--- src/hdl/trbr_pkg.sv ---
// Shared constants and codes for the triangle bounding-box rasterizer.
package trbr_pkg;

  localparam int COORD_BITS_DEF = 12;
  localparam int COLOR_BITS     = 32;
  localparam int QUEUE_DEPTH    = 4;
  localparam int CFG_ADDR_BITS  = 3;

  // Input item function code
  typedef enum logic {
    FUNC_LOAD = 1'b0,
    FUNC_STEP = 1'b1
  } func_t;

  // Register word index (paddr[2])
  typedef enum logic {
    REG_FILL_COLOR = 1'b0
  } reg_idx_t;

endpackage

--- src/hdl/trbr_queue.sv ---
// Small FIFO that decouples the scan front end from the coverage pipeline.
module trbr_queue import trbr_pkg::*; #(
  parameter int WIDTH = 8,
  parameter int DEPTH = QUEUE_DEPTH
) (
  input  logic             clk,
  input  logic             rst_n,
  input  logic             push,
  input  logic [WIDTH-1:0] wdata,
  output logic             full,
  input  logic             pop,
  output logic             rd_valid,
  output logic [WIDTH-1:0] rdata
);

  localparam int AW = (DEPTH > 1) ? $clog2(DEPTH) : 1;

  logic [WIDTH-1:0] mem_r [DEPTH];
  logic [AW-1:0]    wr_ptr_r, wr_ptr_nxt;
  logic [AW-1:0]    rd_ptr_r, rd_ptr_nxt;
  logic [AW:0]      count_r, count_nxt;

  assign full     = (count_r == (AW+1)'(DEPTH));
  assign rd_valid = (count_r != '0);
  assign rdata    = mem_r[rd_ptr_r];

  // Advance pointers and fill level
  always_comb begin
    wr_ptr_nxt = wr_ptr_r;
    rd_ptr_nxt = rd_ptr_r;
    count_nxt  = count_r;
    if (push) begin
      wr_ptr_nxt = (wr_ptr_r == AW'(DEPTH - 1)) ? '0 : wr_ptr_r + AW'(1);
    end
    if (pop) begin
      rd_ptr_nxt = (rd_ptr_r == AW'(DEPTH - 1)) ? '0 : rd_ptr_r + AW'(1);
    end
    if (push && !pop) begin
      count_nxt = count_r + (AW+1)'(1);
    end else if (pop && !push) begin
      count_nxt = count_r - (AW+1)'(1);
    end
  end

  always_ff @(posedge clk) begin
    if (!rst_n) begin
      wr_ptr_r <= '0;
      rd_ptr_r <= '0;
      count_r  <= '0;
    end else begin
      wr_ptr_r <= wr_ptr_nxt;
      rd_ptr_r <= rd_ptr_nxt;
      count_r  <= count_nxt;
    end
  end

  always_ff @(posedge clk) begin
    if (push) begin
      mem_r[wr_ptr_r] <= wdata;
    end
  end

`ifndef ASSERT_OFF
  a_no_overflow: assert property (@(posedge clk) disable iff (!rst_n) push |-> !full)
    else $error("queue written while full");
  a_no_underflow: assert property (@(posedge clk) disable iff (!rst_n) pop |-> rd_valid)
    else $error("queue read while empty");
  a_level_track: assert property (@(posedge clk) disable iff (!rst_n)
    (push && !pop) |=> (count_r == $past(count_r) + (AW+1)'(1)))
    else $error("queue level lost a transaction");
  a_level_bound: assert property (@(posedge clk) disable iff (!rst_n)
    count_r <= (AW+1)'(DEPTH))
    else $error("queue level beyond depth");
`endif

endmodule

--- config.mk ---
export PLATFORM = sky130hd
export DESIGN_NAME = trbr_queue
export DESIGN_NICKNAME = d
export VERILOG_FILES = /design/src/hdl/trbr_pkg.sv /design/src/hdl/trbr_queue.sv
export SDC_FILE = /design/constraint.sdc
export NUM_CORES = 1
export LEC_CHECK = 0
export BUFFER_PORTS_ARGS = -buffer_cell sky130_fd_sc_hd__buf_2
export CAP_MARGIN = 20
export CORE_MARGIN = 8
export CORE_UTILIZATION = 35
export DETAILED_ROUTE_END_ITERATION = 12
export GPL_TIMING_DRIVEN = 0
export MAX_ROUTING_LAYER = met4
export SYNTH_ARGS = -nofsm -noshare
export SYNTH_HDL_FRONTEND = slang
export SYNTH_SLANG_ARGS = --single-unit
--- constraint.sdc ---
create_clock -name clk -period 1.35 [get_ports clk]
set_input_delay 0.135 -clock clk [delete_from_list [all_inputs] [get_ports clk]]
set_output_delay 0.135 -clock clk [all_outputs]
set_load 0.1 [all_outputs]
# Word level (Yosys, flattened, before mapping)

Memory sizes are Yosys's and may differ from the RTL's. A register that Yosys moved wholly into a read port is not among the register bits.
Cells that the tools add are included.

Reduce and logical (&&, ||, !) cells: 6
Equal/unequal tests: 3
$add $sub $neg: 4
Muxes and demuxes: 8

Operators with widths:

| operator                                          | number |
|---|---|
| two-way mux 2 bit                                 | 4 |
| two-way mux 3 bit                                 | 2 |
| adder 2 x 1 -> 2 bit (second input constant)      | 2 |
| equality test 2 bit (second input constant)       | 2 |
| adder 3 x 1 -> 3 bit (second input constant)      | 1 |
| equality test 3 bit (second input constant)       | 1 |
| nonzero test 3 bit                                | 1 |
| subtractor 3 x 1 -> 3 bit (second input constant) | 1 |
| logical AND 1 bit                                 | 2 |
| zero test 1 bit                                   | 2 |
| two-way mux 1 bit                                 | 2 |
| nonzero test 2 bit                                | 1 |

Bits in writable memories: 32
Output and inout port bits: 10
Memories: 1
Register bits after elaboration: 7

Memories:

| name  | depth | bits a word | read ports | clocked after memory_dff | wr ports | line             | RTL |
|---|---|---|---|---|---|---|---|
| mem_r | 4     | 8           | 1          | 1                        | 1        | trbr_queue.sv:18 | `logic [WIDTH-1:0] mem_r [DEPTH];` |

# Logic depth before layout (Yosys ltp)

Depth in word-level cells: 4
Mapped depth: 7
Depth with buffers taken out: 7

# Least setup slack after synthesis

No wires, ideal clock.

Path kind: register -> output
From: reg count_r[0]
To: out full
Buffers on the path: 0
Cell stages (with the launch flop): 2
Arrival: 2.549 ns
Slack: -1.334 ns
Cells stage by stage: dfxtp_1 > nor3b_1

Word-level cells in the longest chain between the ends: 1

RTL lines:

| element                  | line             | RTL |
|---|---|---|
| start: declaration       | trbr_queue.sv:21 | `logic [AW:0] count_r, count_nxt;` |
| start signal: assignment | trbr_queue.sv:53 | `count_r <= count_nxt;` |
| equality test 3 bit      | trbr_queue.sv:23 | `assign full = (count_r == (AW+1)'(DEPTH));` |
| end: declaration         | trbr_queue.sv:10 | `output logic full,` |

Every way passes these cells.

==> impl_metrics.sql <==
INSERT INTO impl_metrics (metric_group, metric, value, unit) VALUES
('critical_path', 'worst_ep_required_time', '1.22', 'ns'),
('critical_path', 'worst-setup-path-type', 'register to primary output', ''),
('pwr', 'power.share.combinational', '24.0', '%'),
('yosys', 'netlist_instances', '86', ''),
('pwr', 'power_frac_seq', '46.9', '%'),
('hold_path', 'worst_hold_startpoint', 'wdata[5]', ''),
('timing', 'worst_slew_margin', '81.6', '%'),
('final_layout', 'mostFrequentLayoutCell', 'edfxtp_1', ''),
('final_layout', 'layout_common_cells', 'edfxtp_1, buf_2, mux4_2, buf_6', ''),
('floorplan', 'floorplan.initialDensity', '36.6', '%'),
('flow_run', 'timing.max_cap.violations', '0', ''),
('route', 'drc', '0', ''),
('place', 'placedInstanceArea', '1810', 'um2'),
('floorplan', 'coreArea', '4410', 'um2'),
('clocking', 'tritoncts.num_buffers', '5', ''),
('critical_path', 'cp_max_fo', '8', ''),
('pwr', 'power-per-cell-area', '1570', 'nW/um2'),
('global_routing', 'grt_max_degree', '13', ''),
('timing', 'finalClockSkew', '0.00796', 'ns'),
('global_routing', 'via_count_of_the_first_global_routing_pass', '922', ''),
('floorplan', 'floorplan.die.height', '84.0', 'um'),
('floorplan', 'die-width', '84.0', 'um'),
('place', 'dp.final_hpwl', '2040', 'um'),
('timing', 'finalHoldViolations', '0', ''),
('yosys', 'synth_seq_cells', '41', ''),
('timing', 'timing_worst_slew_pin_value', '0.279', 'ns'),
('final_layout', 'nets_finish', '133', ''),
('place', 'dp_cells', '159', ''),
('floorplan', 'rows', '24', ''),
('place', 'dp_slack', '-0.272', 'ns'),
('clocking', 'cts_tree', 'built', ''),
('clocking', 'clock_insertion_delay_worst_skew', '0.28', 'ns'),
('route', 'ant_nets', '0', ''),
('clocking', 'cts.htree.levels', '2', ''),
('timing', 'totalNegativeSetupSlack', '-2.17', 'ns'),
('route', 'detail_route.wl_per_cell', '17.1', 'um'),
('yosys', 'synthesis.area', '1620', 'um2'),
('critical_path', 'critical-path-top-cell-by-count', 'buf_12', ''),
('final_layout', 'final_cells', '167', ''),
('global_routing', 'grt_overflow', '0', ''),
('status', 'run_status', 'complete, but fails checks', ''),
('timing', 'hold-worst-slack', '0.0650', 'ns'),
('pwr', 'power_leakage', '0.732', 'nW'),
('clocking', 'cts_buffer_depth', '2', ''),
('place', 'port_buffers', '21', ''),
('route', 'vias_per_cell', '4.74', ''),
('route', 'drt-initial-drc-count', '56', ''),
('hold_path', 'hold_path_class', 'input port to register', ''),
('timing', 'final-setup-viol-count', '9', ''),
('final_layout', 'flow.area_growth_from_synthesis', '24.8', '%'),
('final_layout', 'layout-drive-gt1-share', '43.5', '%'),
('clocking', 'cts.root.buffer_cell', 'clkbuf_8', ''),
('timing', 'final_max_slew_viol_count', '0', ''),
('route', 'drt-total-wl', '2860', 'um'),
('critical_path', 'end_kind', 'primary output', ''),
('route', 'drt_first_pass_iters', '3', ''),
('pwr', 'sw_frac_of_total', '29.1', '%'),
('global_routing', 'antenna_violations_before_repair', '0', ''),
('place', 'place.gp.congestion', '0.618', ''),
('route', 'vias_after_detailed_routing', '791', ''),
('pwr', 'power.internal', '2.25', 'mW'),
('status', 'failed_checks', 'negative setup slack', ''),
('critical_path', 'worstReg2RegStart', 'count_r[1]$_SDFFE_PN0P_', ''),
('critical_path', 'buffer_and_inverter_count_on_the_worst_path', '2', ''),
('floorplan', 'io_pins', '22', ''),
('final_layout', 'diodes', '0', ''),
('timing', 'fin_ws', '-0.287', 'ns'),
('critical_path', 'critPathTopFamily', 'multiplexers', ''),
('critical_path', 'startpoint_type', 'register', ''),
('pwr', 'peakVddDrop', '0.988', 'mV'),
('pwr', 'clock_power_share', '29.1', '%');
## layout make-up
| cell class | count | area (um2) |
|---|---|---|
| Fill cell | 386 | 2400 |
| Clock inverter | 2 | 33.8 |
| Tap cell | 52 | 65.1 |
| Inverter | 4 | 15.0 |
| Clock buffer | 6 | 72.6 |
| Timing Repair Buffer | 21 | 181 |
| Buffer | 2 | 25.0 |
| Sequential cell | 41 | 1150 |
| Multi-Input combinational cell | 39 | 474 |
## per-stage QoR
stage | power, mW | util (%)
floorplan | 2.04 | -
global placement | 2.14 | 40.9
detailed placement | 2.16 | 40.9
CTS | 3.21 | 45.6
global route | 3.29 | 45.7
finish | 3.17 | 45.7
## timing repair
action,in CTS,in global routing
pin swaps,3,1
hold buffers,0,0
endpoints found under the setup margin,40,10
gates resized for setup,34,1
setup buffers,0,0
## path summary, 6_finish.rpt
path / cells after the start / endpoint / slack [ns]
hold reg to reg: 2 / count_r[2]$_SDFFE_PN0P_ / 0.55
hold / removal: 1 / mem_r[2][5]$_DFFE_PP_ / 0.06
setup reg to reg: 4 / count_r[2]$_SDFFE_PN0P_ / -0.06
setup / recovery: 3 / rdata[5] / -0.29
## cells by family after synthesis
group | synth area share [%]
DFF | 70.6
and+or+nand+nor | 5.65
AOI/OAI and AO/OA | 1.24
muxes | 13.6
buffers and inverters | 1.93
xor gates and xnor gates | 1.08
adders and majority gates | 5.88
## cell usage after synthesis
| master | number | area, um2 |
|---|---|---|
| or3_1 | 2 | 12.5 |
| a21boi_1 | 1 | 7.51 |
| nor3b_1 | 1 | 7.51 |
| inv_1 | 4 | 15.0 |
| and2_1 | 5 | 31.3 |
| nor2b_1 | 5 | 31.3 |
| dfxtp_1 | 9 | 180 |
| mux4_2 | 8 | 180 |
| clkbuf_2 | 1 | 5.00 |
| o21a_1 | 1 | 7.51 |
| nor2_1 | 1 | 3.75 |
| fa_1 | 1 | 20.0 |
| edfxtp_1 | 32 | 961 |
| o21ai_0 | 1 | 5.00 |
| buf_6 | 1 | 11.3 |
| xor2_1 | 1 | 8.76 |
| mux2i_1 | 4 | 40.0 |
| ha_1 | 6 | 75.1 |
| xnor2_1 | 1 | 8.76 |
| nor3_1 | 1 | 5.00 |
## power by group through the flow
stage	Sequential (mW)	Clock, mW	Combinational, mW
after floorplan	1.50	0	0.536
after global placement	1.50	0	0.633
after detailed placement	1.51	0	0.654
after CTS	1.49	0.955	0.768
after global routing	1.49	1.00	0.799
final	1.49	0.924	0.761
## state kept, by name, indices dropped and copies added, names as in the netlist, named ones only
| signal | cells |
|---|---|
| rd_ptr_r | 2 |
| count_r | 3 |
| mem_r | 32 |
| wr_ptr_r | 2 |
## routing by layer
metal	part of all wire, %	global-route usage, %
met1	42	9.27
met5	0	-
met4	1.1	4.24
met2	52	14.9
met3	4.7	3.13
Note: power is estimated with default switching activity, not from simulation.
