## src/hdl/trbr_pkg.sv

```systemverilog
// Shared constants and codes for the triangle bounding-box rasterizer.
package trbr_pkg;

  localparam int COORD_BITS_DEF = 12;
  localparam int COLOR_BITS     = 32;
  localparam int QUEUE_DEPTH    = 4;
  localparam int CFG_ADDR_BITS  = 3;

  // Input item function code
  typedef enum logic {
    FUNC_LOAD = 1'b0,
    FUNC_STEP = 1'b1
  } func_t;

  // Register word index (paddr[2])
  typedef enum logic {
    REG_FILL_COLOR = 1'b0
  } reg_idx_t;

endpackage

```

## src/hdl/trbr_back.sv

```systemverilog
// Back end: edge-function products, coverage decision and output register.
module trbr_back import trbr_pkg::*; #(
  parameter int COORD_BITS = COORD_BITS_DEF
) (
  input  logic                              clk,
  input  logic                              rst_n,
  input  logic                              q_valid,
  output logic                              q_pop,
  input  logic [COORD_BITS-1:0]             cand_px,
  input  logic [COORD_BITS-1:0]             cand_py,
  input  logic                              cand_last,
  input  logic [5:0][COORD_BITS-1:0]        cand_vert,
  input  logic [COLOR_BITS-1:0]             fill_color,
  output logic                              out_valid,
  input  logic                              out_stall,
  output logic signed [COORD_BITS-1:0]      out_pixel_x,
  output logic signed [COORD_BITS-1:0]      out_pixel_y,
  output logic                              out_covered,
  output logic [COLOR_BITS-1:0]             out_pixel_color,
  output logic                              out_last
);

  localparam int DW = COORD_BITS + 1;
  localparam int PW = 2 * DW;
  localparam int SW = PW + 2;

  logic                          s1_valid_r;
  logic signed [PW-1:0]          prod_r [9];
  logic signed [PW-1:0]          prod_nxt [9];
  logic [COORD_BITS-1:0]         s1_px_r, s1_py_r;
  logic                          s1_last_r;
  logic                          out_valid_r;
  logic [COORD_BITS-1:0]         out_px_r, out_py_r;
  logic                          out_cov_r;
  logic [COLOR_BITS-1:0]         out_color_r;
  logic                          out_last_r;
  logic                          out_take;
  logic                          s1_take;
  logic                          cov;

  // Move a stage whenever the one after it can take the transaction
  assign out_take = !out_valid_r || !out_stall;
  assign s1_take  = !s1_valid_r || out_take;
  assign q_pop    = q_valid && s1_take;

  // Three products per edge: (ay+py)(ax-px) + (ay+by)(bx-ax) + (by+py)(px-bx)
  always_comb begin
    logic signed [DW-1:0] ax, ay, bx, by, px, py;
    for (int k = 0; k < 3; k++) begin
      ax = DW'(signed'(cand_vert[2*k]));
      ay = DW'(signed'(cand_vert[2*k+1]));
      bx = DW'(signed'(cand_vert[(2*k+2)%6]));
      by = DW'(signed'(cand_vert[(2*k+3)%6]));
      px = DW'(signed'(cand_px));
      py = DW'(signed'(cand_py));
      prod_nxt[3*k]   = (ay + py) * (ax - px);
      prod_nxt[3*k+1] = (ay + by) * (bx - ax);
      prod_nxt[3*k+2] = (by + py) * (px - bx);
    end
  end

  // Sum each edge and require all three nonnegative
  always_comb begin
    logic signed [SW-1:0] esum;
    cov = 1'b1;
    for (int k = 0; k < 3; k++) begin
      esum = SW'(prod_r[3*k]) + SW'(prod_r[3*k+1]) + SW'(prod_r[3*k+2]);
      if (esum[SW-1]) begin
        cov = 1'b0;
      end
    end
  end

  always_ff @(posedge clk) begin
    if (!rst_n) begin
      s1_valid_r  <= 1'b0;
      out_valid_r <= 1'b0;
    end else begin
      if (s1_take) begin
        s1_valid_r <= q_valid;
      end
      if (out_take) begin
        out_valid_r <= s1_valid_r;
      end
    end
  end

  // Hold the product stage while the output is stalled
  always_ff @(posedge clk) begin
    if (s1_take && q_valid) begin
      prod_r    <= prod_nxt;
      s1_px_r   <= cand_px;
      s1_py_r   <= cand_py;
      s1_last_r <= cand_last;
    end
  end

  always_ff @(posedge clk) begin
    if (out_take && s1_valid_r) begin
      out_px_r    <= s1_px_r;
      out_py_r    <= s1_py_r;
      out_cov_r   <= cov;
      out_color_r <= cov ? fill_color : '0;
      out_last_r  <= s1_last_r;
    end
  end

  assign out_valid       = out_valid_r;
  assign out_pixel_x     = out_px_r;
  assign out_pixel_y     = out_py_r;
  assign out_covered     = out_cov_r;
  assign out_pixel_color = out_color_r;
  assign out_last        = out_last_r;

endmodule

```

## config.mk

```make
export PLATFORM = sky130hd
export DESIGN_NAME = trbr_back
export DESIGN_NICKNAME = d
export VERILOG_FILES = /design/src/hdl/trbr_pkg.sv /design/src/hdl/trbr_back.sv
export SDC_FILE = /design/constraint.sdc
export NUM_CORES = 2
export LEC_CHECK = 0
export ABC_CLOCK_PERIOD_IN_PS = 14800
export BUFFER_PORTS_ARGS = -buffer_cell sky130_fd_sc_hd__buf_2
export CAP_MARGIN = 20
export CORE_MARGIN = 10
export CORE_UTILIZATION = 50
export CTS_BUF_LIST = sky130_fd_sc_hd__clkbuf_8
export DETAILED_ROUTE_END_ITERATION = 16
export GPL_TIMING_DRIVEN = 1
export PLACE_DENSITY = 0.71
export SLEW_MARGIN = 20
export SYNTH_ARGS = -nofsm -noshare
export SYNTH_HDL_FRONTEND = slang
export SYNTH_SLANG_ARGS = --single-unit
export TNS_END_PERCENT = 10
```

## constraint.sdc

```tcl
create_clock -name clk -period 14.8 [get_ports clk]
set_input_delay 4.44 -clock clk [delete_from_list [all_inputs] [get_ports clk]]
set_output_delay 4.44 -clock clk [all_outputs]
set_load 0.02 [all_outputs]
```

# Word level (Yosys, flattened, before mapping)
# Cells that the tools add are included.
# op_classes
n_addsub	21
mul	9
n_div	0
magnitude_cmp	0
n_eq_ne	0
n_shift	0
mux	3
bitwise_logic	0
n_reduce_logical	7
# ops
cell	count
13-bit by 13-bit multiplier with 26-bit output	9
12-bit by 12-bit subtractor with 13-bit output	9
27-bit by 26-bit adder with 28-bit output	3
26-bit by 26-bit adder with 27-bit output	3
12-bit by 12-bit adder with 13-bit output	6
1-bit zero test	3
1-bit 2-to-1 mux	3
1-bit logical AND	2
1-bit logical OR	2
# totals
ff_bits	319
latchBits	0
ram_bits	0
mem_bits_ro	0
input_bits	133
output_inout_bits	60
wordCells	59
mem_count	0

# Longest topological paths before layout
# logic_depth
ltp_word	5
mapped_depth	34
mapped_depth_nobuf	34

# Least setup slack after synthesis
# Ideal clock, no wire load.
# synth_timing
path_type	input port to output port
startpoint	input port out_stall
endpoint	output port q_pop
t_arrival_ps	10449
t_required_ps	10360
slack_ps	-89
path_stages	2
n_path_buf	0
path_cell_list	nand3_1 and2_1
# synth_via
elab_chain_cells	4
# synth_rtl
element	line	source
start: declaration	trbr_back.sv:15	input logic out_stall,
1-bit zero test	trbr_back.sv:42	assign out_take = !out_valid_r || !out_stall;
1-bit logical OR	trbr_back.sv:42	
1-bit logical OR	trbr_back.sv:43	assign s1_take = !s1_valid_r || out_take;
1-bit logical AND	trbr_back.sv:44	assign q_pop = q_valid && s1_take;
end: declaration	trbr_back.sv:8	output logic q_pop,
# Every way passes these cells.

==> flow_metrics.env <==
export IMPL_end_kind="register"
export IMPL_cts_tree="built"
export IMPL_r2r_start="prod_r[2]"
export IMPL_cts_buffer_depth=3
export IMPL_tns_ns=0
export IMPL_synth_warnings=0
export IMPL_ys_seq_area_frac=0.122
export IMPL_drt_iter0_markers=4503
export IMPL_endpoint="prod_r[77]"
export IMPL_syn_cell_area_um2=77400
export IMPL_grt_max_degree=76
export IMPL_cts_setup_buffers=0
export IMPL_clkSinkCount=316
export IMPL_h_tree_depth=3
export IMPL_cp_startpoint="cand_px[2]"
export IMPL_drcViolationCount=0
export IMPL_syn_to_final_growth_pct=6.74
export IMPL_period_share=0.842
export IMPL_start_util=0.503
export IMPL_antenna_found_initial=40
export IMPL_dieArea_um2=171000
export IMPL_hold_path_class="reg2reg"
export IMPL_viasPerCell=5.48
export IMPL_cts_root_buf="clkbuf_8"
export IMPL_place_area_um2=81200
export IMPL_rows=144
export IMPL_drv_slew=0
export IMPL_fin_skew_ns=0.0630
export IMPL_syn_area_per_cell_um2=9.64
export IMPL_drive_gt1_frac=0.0666
export IMPL_crit_required_ns=15.37
export IMPL_route_vias_total=56643
export IMPL_start_kind="primary input"
export IMPL_ys_types=90
export IMPL_wire_per_inst_um=21.8
export IMPL_coreArea_um2=154000
export IMPL_grt_use_total=0.268
export IMPL_synthTopCellsByArea="fa_1, ha_1, edfxtp_1, inv_1, nor2_1"
export IMPL_hold_violations=0
export IMPL_ys_seq_elements=316
export IMPL_reg2reg_depth=13
export IMPL_worst_pin_slew_ns=1.19
export IMPL_holdBufCountCts=0
export IMPL_fin_area_um2=82600
export IMPL_cp_arrival_ns=13.04
export IMPL_slew_headroom=0.200
export IMPL_drtAntennaViolNets=0
export IMPL_synthArstFlopShare=0
export IMPL_timing_rr_end="out_pixel_color[4]"
export IMPL_fin_nets=10768
export IMPL_overflow=0
export IMPL_place_congestion=0.970
export IMPL_drt_pass1_iterations=8
export IMPL_synth_top_area_cell="fa_1"
export IMPL_finalSetupViolations=0
export IMPL_pin_count=193
export IMPL_dpl_hpwl_mm=189
export IMPL_grt_pass1_vias=60296
export IMPL_clock_latency_ns=0.84
export IMPL_timing_fmax_mhz=80.2
export IMPL_fill_cells=13776
export IMPL_rrSetupSlack_ns=10.80
export IMPL_critPathMaxFanout=14
export IMPL_drv_cap=0
export IMPL_worst_setup_path_type="in2reg"
export IMPL_synth_ff_type="edfxtp_1"
export IMPL_syn_nets=10578
export IMPL_rsz0062_at_grt="no"
export IMPL_syn_inst=8036
export IMPL_grt_pass1_wl_mm=349
export IMPL_cts_buffers=66
export IMPL_portBuffers=192
export IMPL_period_needed_ns=12.46
export IMPL_path_clk_slew_ns=0.06
export IMPL_cts_resized=0
export IMPL_outcome="finished, final reports clean"
export IMPL_die_height_um=414
export IMPL_die_w_um=414
export IMPL_synth_top_area_frac=0.401
export IMPL_synth_edf_count=314
export IMPL_wl_mm=225
-- metrics by stage --
step / cells / setup slack (ns) / util / hold WS, ns
3_5_place_dp: 10201 / 1.57 / 0.527 / 0.405
3_3_place_gp: 10201 / 1.75 / 0.527 / 0.401
2_1_floorplan: 8036 / 2.70 / - / 0.400
5_1_grt: 10329 / 1.97 / 0.536 / 0.432
6_report: 10333 / 2.34 / 0.537 / 0.418
4_1_cts: 10316 / 2.41 / 0.536 / 0.418
-- synthesized netlist by cell type, types with 44 or more instances --
master / count
and2_1: 141
nand3_1: 44
buf_2: 44
a21oi_1: 202
xor2_1: 121
inv_1: 1706
nor2_1: 760
a21o_1: 124
o21ai_0: 104
nand2_1: 727
ha_1: 857
nor2b_1: 97
nand2b_1: 205
edfxtp_1: 314
clkbuf_1: 143
fa_1: 1552
xnor2_1: 300
nor3_1: 83
or2_2: 76
-- layout make-up --
| cell class | count | area [um2] | area share |
|---|---|---|---|
| Antenna cell | 16 | 40.0 | 0.000484 |
| Clock buffer | 66 | 908 | 0.0110 |
| Clock inverter | 49 | 443 | 0.00536 |
| Inverter | 1707 | 6410 | 0.0775 |
| Multi-Input combinational cell | 5809 | 60900 | 0.736 |
| Sequential cell | 316 | 9470 | 0.115 |
| Tap cell | 2044 | 2560 | 0.0309 |
| Timing Repair Buffer | 326 | 1970 | 0.0238 |
-- routing by layer --
metal / global-route usage / share of wire / vias to the layer above
met1: 0.342 / 0.39 / 28408
met2: 0.424 / 0.45 / 2500
li1: - / - / 25130
met3: 0.0640 / 0.098 / 579
met5: 0 / 0.00072 / -
met4: 0.138 / 0.062 / 26
-- critical path, cell delays in order --
cell	delay (ns)
buf_2	0.22
inv_1	0.16
ha_1	0.50
nor2b_1	0.18
o21ai_1	0.10
a21boi_1	0.55
o21ai_1	0.15
a21oi_1	0.44
a21o_1	0.18
a21oi_1	0.07
xor2_1	0.90
nand2b_1	0.24
fa_1	0.41
fa_1	0.56
fa_1	0.45
fa_1	0.53
fa_1	0.44
fa_1	0.51
inv_1	0.04
ha_1	0.33
o221ai_1	0.22
o21a_1	0.29
a211o_1	0.31
o31ai_1	0.41
mux2i_1	0.26
nand4_1	0.11
-- state kept, by name (all words and copies together), names as in the netlist --
signal           count
out_pixel_y         12
out_pixel_x         12
out_covered          1
out_last             1
s1_last_r            1
prod_r             231
s1_py_r             12
s1_px_r             12
out_pixel_color     32
out_valid            1
s1_valid_r           1
-- worst min-delay path by stage --
stage / end / slack [ns] / depth (start not counted) / start
final: out_pixel_y[7] / 0.42 / 0 / s1_py_r[7]
after global routing: out_pixel_y[8] / 0.43 / 0 / s1_py_r[8]
after CTS: out_pixel_y[7] / 0.42 / 0 / s1_py_r[7]
after detailed placement: out_pixel_y[7] / 0.40 / 0 / s1_py_r[7]
after global placement: out_pixel_x[9] / 0.40 / 0 / s1_px_r[9]
after floorplan: out_last / 0.40 / 0 / s1_last_r
-- kinds of logic after synthesis --
logic type	count (synthesis)	share of synthesized area
adders and majority gates	2409	0.540
AOI/OAI and AO/OA	712	0.0616
DFF	316	0.122
buffers and inverters	1911	0.0937
and+or+nand+nor	2250	0.133
muxes	15	0.00197
xor gates and xnor gates	423	0.0480
-- cell usage in the layout (no fill, tap or decap), types with 30 or more instances in the layout --
master / count
or2_2: 76
nand2b_1: 205
o21a_1: 30
and2_1: 140
o21ai_0: 104
nor2b_1: 97
nor3_1: 83
nand2_1: 727
nand3_1: 44
buf_2: 192
a21oi_1: 201
and3_1: 32
clkbuf_8: 66
ha_1: 857
xor2_1: 120
nor2_1: 757
a21o_1: 124
edfxtp_1: 314
fa_1: 1551
inv_1: 1718
buf_4: 133
xnor2_1: 289
Power is not shown: default switching activity piles up to over one toggle a cycle in this logic, so the estimate is an artifact.
