### src/hdl/trbr_pkg.sv
// Shared constants and codes for the triangle bounding-box rasterizer.
package trbr_pkg;

  localparam int COORD_BITS_DEF = 12;
  localparam int COLOR_BITS     = 32;
  localparam int QUEUE_DEPTH    = 4;
  localparam int CFG_ADDR_BITS  = 3;

  // Input item function code
  typedef enum logic {
    FUNC_LOAD = 1'b0,
    FUNC_STEP = 1'b1
  } func_t;

  // Register word index (paddr[2])
  typedef enum logic {
    REG_FILL_COLOR = 1'b0
  } reg_idx_t;

endpackage

### src/hdl/trbr_front.sv
// Front end: accepts load/step transactions, holds the box and walks the scan.
module trbr_front import trbr_pkg::*; #(
  parameter int COORD_BITS = COORD_BITS_DEF
) (
  input  logic                              clk,
  input  logic                              rst_n,
  input  logic                              in_valid,
  output logic                              in_stall,
  input  logic                              in_func,
  input  logic signed [COORD_BITS-1:0]      in_vert1_x,
  input  logic signed [COORD_BITS-1:0]      in_vert1_y,
  input  logic signed [COORD_BITS-1:0]      in_vert2_x,
  input  logic signed [COORD_BITS-1:0]      in_vert2_y,
  input  logic signed [COORD_BITS-1:0]      in_vert3_x,
  input  logic signed [COORD_BITS-1:0]      in_vert3_y,
  input  logic                              q_full,
  output logic                              cand_push,
  output logic [COORD_BITS-1:0]             cand_px,
  output logic [COORD_BITS-1:0]             cand_py,
  output logic                              cand_last,
  output logic [5:0][COORD_BITS-1:0]        cand_vert
);

  logic                             busy_r, busy_nxt;
  logic [5:0][COORD_BITS-1:0]       vert_r, vert_nxt;
  logic signed [COORD_BITS-1:0]     scan_x_r, scan_x_nxt;
  logic signed [COORD_BITS-1:0]     scan_y_r, scan_y_nxt;
  logic signed [COORD_BITS-1:0]     min_y_r, min_y_nxt;
  logic signed [COORD_BITS-1:0]     max_x_r, max_x_nxt;
  logic signed [COORD_BITS-1:0]     max_y_r, max_y_nxt;
  logic                             accept;
  logic                             load;
  logic                             step;
  logic                             fin;

  function automatic logic signed [COORD_BITS-1:0] min3(
    input logic signed [COORD_BITS-1:0] a,
    input logic signed [COORD_BITS-1:0] b,
    input logic signed [COORD_BITS-1:0] c
  );
    logic signed [COORD_BITS-1:0] m;
    m = (a < b) ? a : b;
    return (m < c) ? m : c;
  endfunction

  function automatic logic signed [COORD_BITS-1:0] max3(
    input logic signed [COORD_BITS-1:0] a,
    input logic signed [COORD_BITS-1:0] b,
    input logic signed [COORD_BITS-1:0] c
  );
    logic signed [COORD_BITS-1:0] m;
    m = (a > b) ? a : b;
    return (m > c) ? m : c;
  endfunction

  // Classify the incoming transaction
  assign in_stall = q_full;
  assign accept   = in_valid && !q_full;
  assign load     = accept && (in_func == FUNC_LOAD);
  assign step     = accept && (in_func == FUNC_STEP) && busy_r;
  assign fin      = (scan_x_r >= max_x_r) && (scan_y_r >= max_y_r);

  // Hand the current candidate to the queue
  assign cand_push = step;
  assign cand_px   = scan_x_r;
  assign cand_py   = scan_y_r;
  assign cand_last = fin;
  assign cand_vert = vert_r;

  // Load a new box or advance the scan
  always_comb begin
    busy_nxt   = busy_r;
    vert_nxt   = vert_r;
    scan_x_nxt = scan_x_r;
    scan_y_nxt = scan_y_r;
    min_y_nxt  = min_y_r;
    max_x_nxt  = max_x_r;
    max_y_nxt  = max_y_r;
    if (load) begin
      vert_nxt   = {in_vert3_y, in_vert3_x, in_vert2_y, in_vert2_x, in_vert1_y, in_vert1_x};
      scan_x_nxt = min3(in_vert1_x, in_vert2_x, in_vert3_x);
      max_x_nxt  = max3(in_vert1_x, in_vert2_x, in_vert3_x);
      min_y_nxt  = min3(in_vert1_y, in_vert2_y, in_vert3_y);
      max_y_nxt  = max3(in_vert1_y, in_vert2_y, in_vert3_y);
      scan_y_nxt = min3(in_vert1_y, in_vert2_y, in_vert3_y);
      busy_nxt   = 1'b1;
    end else if (step) begin
      if (fin) begin
        busy_nxt = 1'b0;
      end else if (scan_y_r < max_y_r) begin
        scan_y_nxt = scan_y_r + COORD_BITS'(1);
      end else begin
        scan_y_nxt = min_y_r;
        scan_x_nxt = scan_x_r + COORD_BITS'(1);
      end
    end
  end

  always_ff @(posedge clk) begin
    if (!rst_n) begin
      busy_r <= 1'b0;
    end else begin
      busy_r <= busy_nxt;
    end
  end

  always_ff @(posedge clk) begin
    vert_r   <= vert_nxt;
    scan_x_r <= scan_x_nxt;
    scan_y_r <= scan_y_nxt;
    min_y_r  <= min_y_nxt;
    max_x_r  <= max_x_nxt;
    max_y_r  <= max_y_nxt;
  end

endmodule

### config.mk
export PLATFORM = sky130hd
export DESIGN_NAME = trbr_front
export DESIGN_NICKNAME = d
export VERILOG_FILES = /design/src/hdl/trbr_pkg.sv /design/src/hdl/trbr_front.sv
export SDC_FILE = /design/constraint.sdc
export NUM_CORES = 1
export LEC_CHECK = 0
export BUFFER_PORTS_ARGS = -buffer_cell sky130_fd_sc_hd__buf_2
export CORE_MARGIN = 8
export CORE_UTILIZATION = 28
export DETAILED_ROUTE_END_ITERATION = 6
export GPL_ROUTABILITY_DRIVEN = 0
export HOLD_SLACK_MARGIN = 0.1
export PLACE_DENSITY = 0.57
export SLEW_MARGIN = 40
export SYNTH_ARGS = -nofsm -noshare
export SYNTH_HDL_FRONTEND = slang
export SYNTH_SLANG_ARGS = --single-unit
### constraint.sdc
create_clock -name clk -period 5.7 [get_ports clk]
set_input_delay 0.57 -clock clk [delete_from_list [all_inputs] [get_ports clk]]
set_output_delay 0.57 -clock clk [all_outputs]
set_load 0.02 [all_outputs]
# After elaboration in Yosys (flattened, before gate mapping)
# Index checks and enable logic that the tools add are counted.
op_classes:
  addsub: 2
  n_lt_le_gt_ge: 11
  n_eq_ne: 2
  muxes: 19
  bitwise: 1
  reduce_logical: 11
op_table:
  columns: ["op", "n"]
  rows:
  - ["12-bit two-way mux", 16]
  - ["12-bit less-than comparator", 5]
  - ["12-bit greater-than comparator", 4]
  - ["12-bit by 2-bit adder with 12-bit output (second input constant)", 2]
  - ["12-bit greater-or-equal comparator", 2]
  - ["1-bit logical AND", 5]
  - ["2-bit AND reduction", 2]
  - ["2-bit nonzero test", 2]
  - ["1-bit two-way mux", 3]
  - ["3-bit AND reduction", 1]
  - ["2-bit by 1-bit inequality test with 1-bit output (second input constant)", 1]
  - ["2-bit inequality test (second input constant)", 1]
  - ["1-bit zero test", 1]
  - ["1-bit inverter", 1]
word_totals:
  ff_bits: 133
  elab_cells: 58

# Depth between registers and ports, before layout
logic_depth:
  depth_word: 6
  ltp_mapped: 18

# Least setup slack after synthesis
# No wires, ideal clock.
synth_timing:
  path_kind: "input to register"
  startpoint: "input port in_valid"
  endpoint: "register scan_y_r[0], in the netlist cand_py[0], data pin"
  t_arrival_ns: 4.855
  slack_ns: 0.629
  path_stages: 6
  n_path_buf: 1
  path_cell_list: "nor2b_1 > nand2b_1 > inv_1 > clkbuf_1 > o221ai_1 > o21ai_0"
synth_between:
  elab_chain_len: 3
synth_rtl:
  columns: ["item", "line", "source"]
  rows:
  - ["from (decl)", "trbr_front.sv:7", "input logic in_valid,"]
  - ["1-bit logical AND", "trbr_front.sv:58", "assign accept = in_valid && !q_full;"]
  - ["1-bit logical AND", "trbr_front.sv:59", "assign load = accept && (in_func == FUNC_LOAD);"]
  - ["12-bit two-way mux", "trbr_front.sv:79", "if (load) begin"]
  - ["via scan_y_nxt[0]", "trbr_front.sv:27", "logic signed [COORD_BITS-1:0] scan_y_r, scan_y_nxt;"]
  - ["to (signal assigned)", "trbr_front.sv:110", "scan_y_r <= scan_y_nxt;"]
  - ["to (decl)", "trbr_front.sv:27", null]
# The timed path passes the listed nets, and every way through them passes these cells.
# A chain may end at the register's enable or synchronous reset.

# Worst setup path in the final report
layout_timing:
  startpoint: "input port in_vert2_x[11]"
  endpoint: "register scan_x_r[7], in the netlist cand_px[7], data pin"
layout_between:
  elab_chain_len: 5
layout_rtl:
  columns: ["item", "line", "source"]
  rows:
  - ["from (decl)", "trbr_front.sv:12", "input logic signed [COORD_BITS-1:0] in_vert2_x,"]
  - ["12-bit less-than comparator", "trbr_front.sv:42", "m = (a < b) ? a : b;"]
  - ["12-bit two-way mux *", "trbr_front.sv:42", null]
  - ["12-bit less-than comparator", "trbr_front.sv:43", "return (m < c) ? m : c;"]
  - ["12-bit two-way mux *", "trbr_front.sv:43", null]
  - ["12-bit two-way mux *", "trbr_front.sv:79", null]
  - ["via scan_x_nxt[7]", "trbr_front.sv:26", "logic signed [COORD_BITS-1:0] scan_x_r, scan_x_nxt;"]
  - ["to (signal assigned)", "trbr_front.sv:109", "scan_x_r <= scan_x_nxt;"]
  - ["to (decl)", "trbr_front.sv:26", null]
# Mark *: on every way through the listed nets, which the timed path passes. The rest lies on a longest branch.

==> flow_metrics.py <==
metrics = {
    "die": {
        "ios": 176,
        "dieArea_sq_um": 35990,
        "die_h_microns": 189.7,
        "rows": 63,
        "core_area_sq_um": 29720,
        "die-width_microns": 189.7,
        "start_util_pct": 28.43,
    },
    "cells_and_area": {
        "nNetsFinal": 1081,
        "design_area_sq_um": 10420,
        "drive_above_1_share_pct": 30.62,
        "area_growth_pct": 23.29,
        "fin_util_pct": 35.06,
    },
    "sta": {
        "hold_viol": 0,
        "drv_slew": 0,
        "rsz0062_at_grt": "no",
        "whs_ps": 363.2,
        "max_freq_mhz": 197.9,
        "relSlewSlack_pct": 49.02,
        "final.setup.tns_ps": 0,
        "tightest_slew_ps": 764.7,
        "post-route-period-util_pct": 88.64,
        "setup_viol": 0,
        "fin_skew_ps": 5.556,
        "min_period_ps": 5053,
    },
    "grt": {
        "antenna_found_initial": 3,
        "grtUsageTotal_pct": 13.09,
        "grt_pass1_wl_mm": 36.71,
        "grt_max_degree": 74,
        "grt-ovfl-total": 0,
        "grt_pass1_vias": 6704,
    },
    "setup_path": {
        "r2r-end": "cand_px[5]",
        "worst_r2r_path_depth": 8,
        "crit_path_end_kind": "flop",
        "worstSetupPathType": "input port to flop",
        "cp-start-kind": "input port",
        "crit_required_ps": 5860,
        "critical_path_arrival_ps": 5210,
        "r2r_slack_ps": 2490,
        "path_max_fanout": 14,
        "r2r-start": "cand_py[5]",
    },
    "synth": {
        "seq_area_frac_synth_pct": 47.15,
        "yosys.cell_types.count": 59,
        "syn_inst": 717,
        "ys_warn_count": 0,
        "ys.flop_type": "edfxtp_1",
        "synth_edf_count": 132,
        "synth.net_count": 890,
        "ys_top_cells_by_count": "edfxtp_1 (132), ha_1 (96), inv_1 (94)",
        "synth_area_per_cell_sq_um": 11.78,
        "synth_top_area_cell": "edfxtp_1",
        "synth_area_sq_um": 8449,
        "synth_top_area_share_pct": 46.91,
        "synth_area_leaders": "edfxtp_1 (47%), ha_1 (14%), mux2_2 (5.5%)",
        "yosysMostFrequentCell": "edfxtp_1",
        "async_flop_share_pct": 0,
        "yosys_register_bits": 133,
    },
    "power": {
        "vdd_drop_max_mv": 0.1515,
        "powerDensity_nw_per_um2": 284.1,
        "p_leak_nw": 4.547,
    },
    "clock_tree": {
        "cts_max_level": 4,
        "postCtsHoldBufs": 0,
        "clock_path_buffers": 2,
        "numClockSinks": 133,
        "post-cts-setup-buffer-count": 0,
        "cts_root_buf": "clkbuf_16",
        "cts_buffers": 17,
        "cts_tree": "done",
        "clk_latency_ps": 420,
        "clk_pin_slew_ps": 60,
        "ctsResizeCount": 0,
    },
    "status": {
        "status": "finished clean",
    },
    "detailed_routing": {
        "drc": 0,
        "wire_per_inst_microns": 18.28,
        "num_vias": 6288,
        "drtIter0Drc": 302,
        "final_antenna_net_count": 0,
        "totalWireLength_mm": 24.00,
        "dr.pass1.iters": 4,
        "via_per_inst": 4.789,
    },
    "worst_hold_path": {
        "min_delay_worst_endpoint": "cand_vert[35]",
        "min-delay-start": "in_vert2_x[11]",
        "worstHoldPathCells": 1,
        "hp-class": "input port to flop",
    },
    "placement": {
        "io_buffer_count": 175,
        "dp_hpwl_mm": 18.93,
        "placed_area_sq_um": 9834,
    },
    "run": {
        "cap_violations": 0,
    },
}
[cell type report]
type                       count  area (sq um)
inverter                     102         387.9
sequential                   133          3984
clock buffer                  17         425.4
tap                          390         488.0
clock inverter                15         152.6
antenna                        2         5.005
multi-input combinational    467          4009
timing repair buffer         187         965.9
fill                        2927         19300
[sequential cells by signal, indices dropped and copies added, names as in the netlist]
signal,cells
max_y_r,12
cand_py,12
cand_px,12
min_y_r,12
max_x_r,12
busy_r,1
cand_vert,72
[worst max-delay path by stage]
stage                        start    endpoint  slack (ps)  cells past startpoint
finish              in_vert2_x[11]  cand_px[7]         650                     17
global placement    in_vert2_x[11]  cand_px[5]         370                     17
detailed placement  in_vert2_x[11]  cand_px[6]         220                     17
CTS                 in_vert2_x[11]  cand_px[6]         680                     17
floorplan                 in_valid  cand_py[0]         630                      6
global route        in_vert2_x[11]  cand_px[1]         320                     17
[report_power, final]
part	switching (W)	internal [W]	total, W	leakage, nW
clock network	0.000458	0.000645	0.00110	0.272
logic	0.000394	0.000289	0.000683	3.05
registers	0.0000227	0.00115	0.00117	1.22
total	0.000874	0.00209	0.00296	4.55
[per-layer routing]
metal | track usage, % | routed length [microns] | up-vias
met3 | 4.211 | 1733 | 49
li1 | - | - | 3068
met2 | 22.04 | 11420 | 223
met5 | 0 | 13 | -
met1 | 15.38 | 10210 | 2946
met4 | 4.931 | 631 | 2
[worst max-delay path, cell delays in order]
cell and delay (ps):
buf_2 100, inv_1 40, ha_1 380, nand4_1 160
or3_1 410, a21o_1 220, a41oi_2 290, buf_4 230
mux2_1 370, ha_1 320, a21oi_1 150, nand2_1 70
a2111oi_1 540, and3_1 280, a41oi_2 410, a21oi_2 530
a21boi_1 130
[stage by stage]
step | setup WS [ps] | power [W] | std cells
final | 647.3 | 0.002960 | 1313
after CTS | 684.5 | 0.003001 | 1311
after global placement | 367.9 | 0.001872 | 1279
after detailed placement | 219.3 | 0.001881 | 1279
after global routing | 322.5 | 0.003105 | 1311
after floorplan | 629.0 | 0.001660 | 717
[placed cells by master, fill, tap and decap left out, types with 6 or more instances in the layout]
cell type | Yosys | routed
buf_2 | 5 | 175
edfxtp_1 | 132 | 132
ha_1 | 96 | 96
inv_1 | 94 | 93
mux2_2 | 41 | 41
mux2i_1 | 35 | 35
nor2_1 | 29 | 29
mux2_1 | 28 | 28
nand2_1 | 23 | 23
nand4_1 | 22 | 22
a21oi_1 | 20 | 20
o21ai_0 | 19 | 19
nand3_1 | 18 | 18
clkbuf_16 | 0 | 17
xnor2_1 | 15 | 15
buf_4 | 4 | 12
a21o_1 | 9 | 9
nor3_1 | 9 | 9
a41oi_1 | 9 | 9
nor2b_1 | 8 | 8
inv_2 | 8 | 8
a21boi_1 | 8 | 8
nand2b_1 | 6 | 6
a211oi_1 | 6 | 6
[logic make-up (layout without fill, tap and decap cells)]
logic type	count (synthesis)	in the layout	synth area share, %
DFF	133	133	47.15
and+or+nand+nor	131	131	7.848
buffers and inverters	117	321	5.449
AOI/OAI and AO/OA	116	116	9.922
muxes	104	104	13.34
adders and majority gates	96	96	14.22
xor gates and xnor gates	20	20	2.073
other	0	2	0
Power figures use the tool's default switching activity.
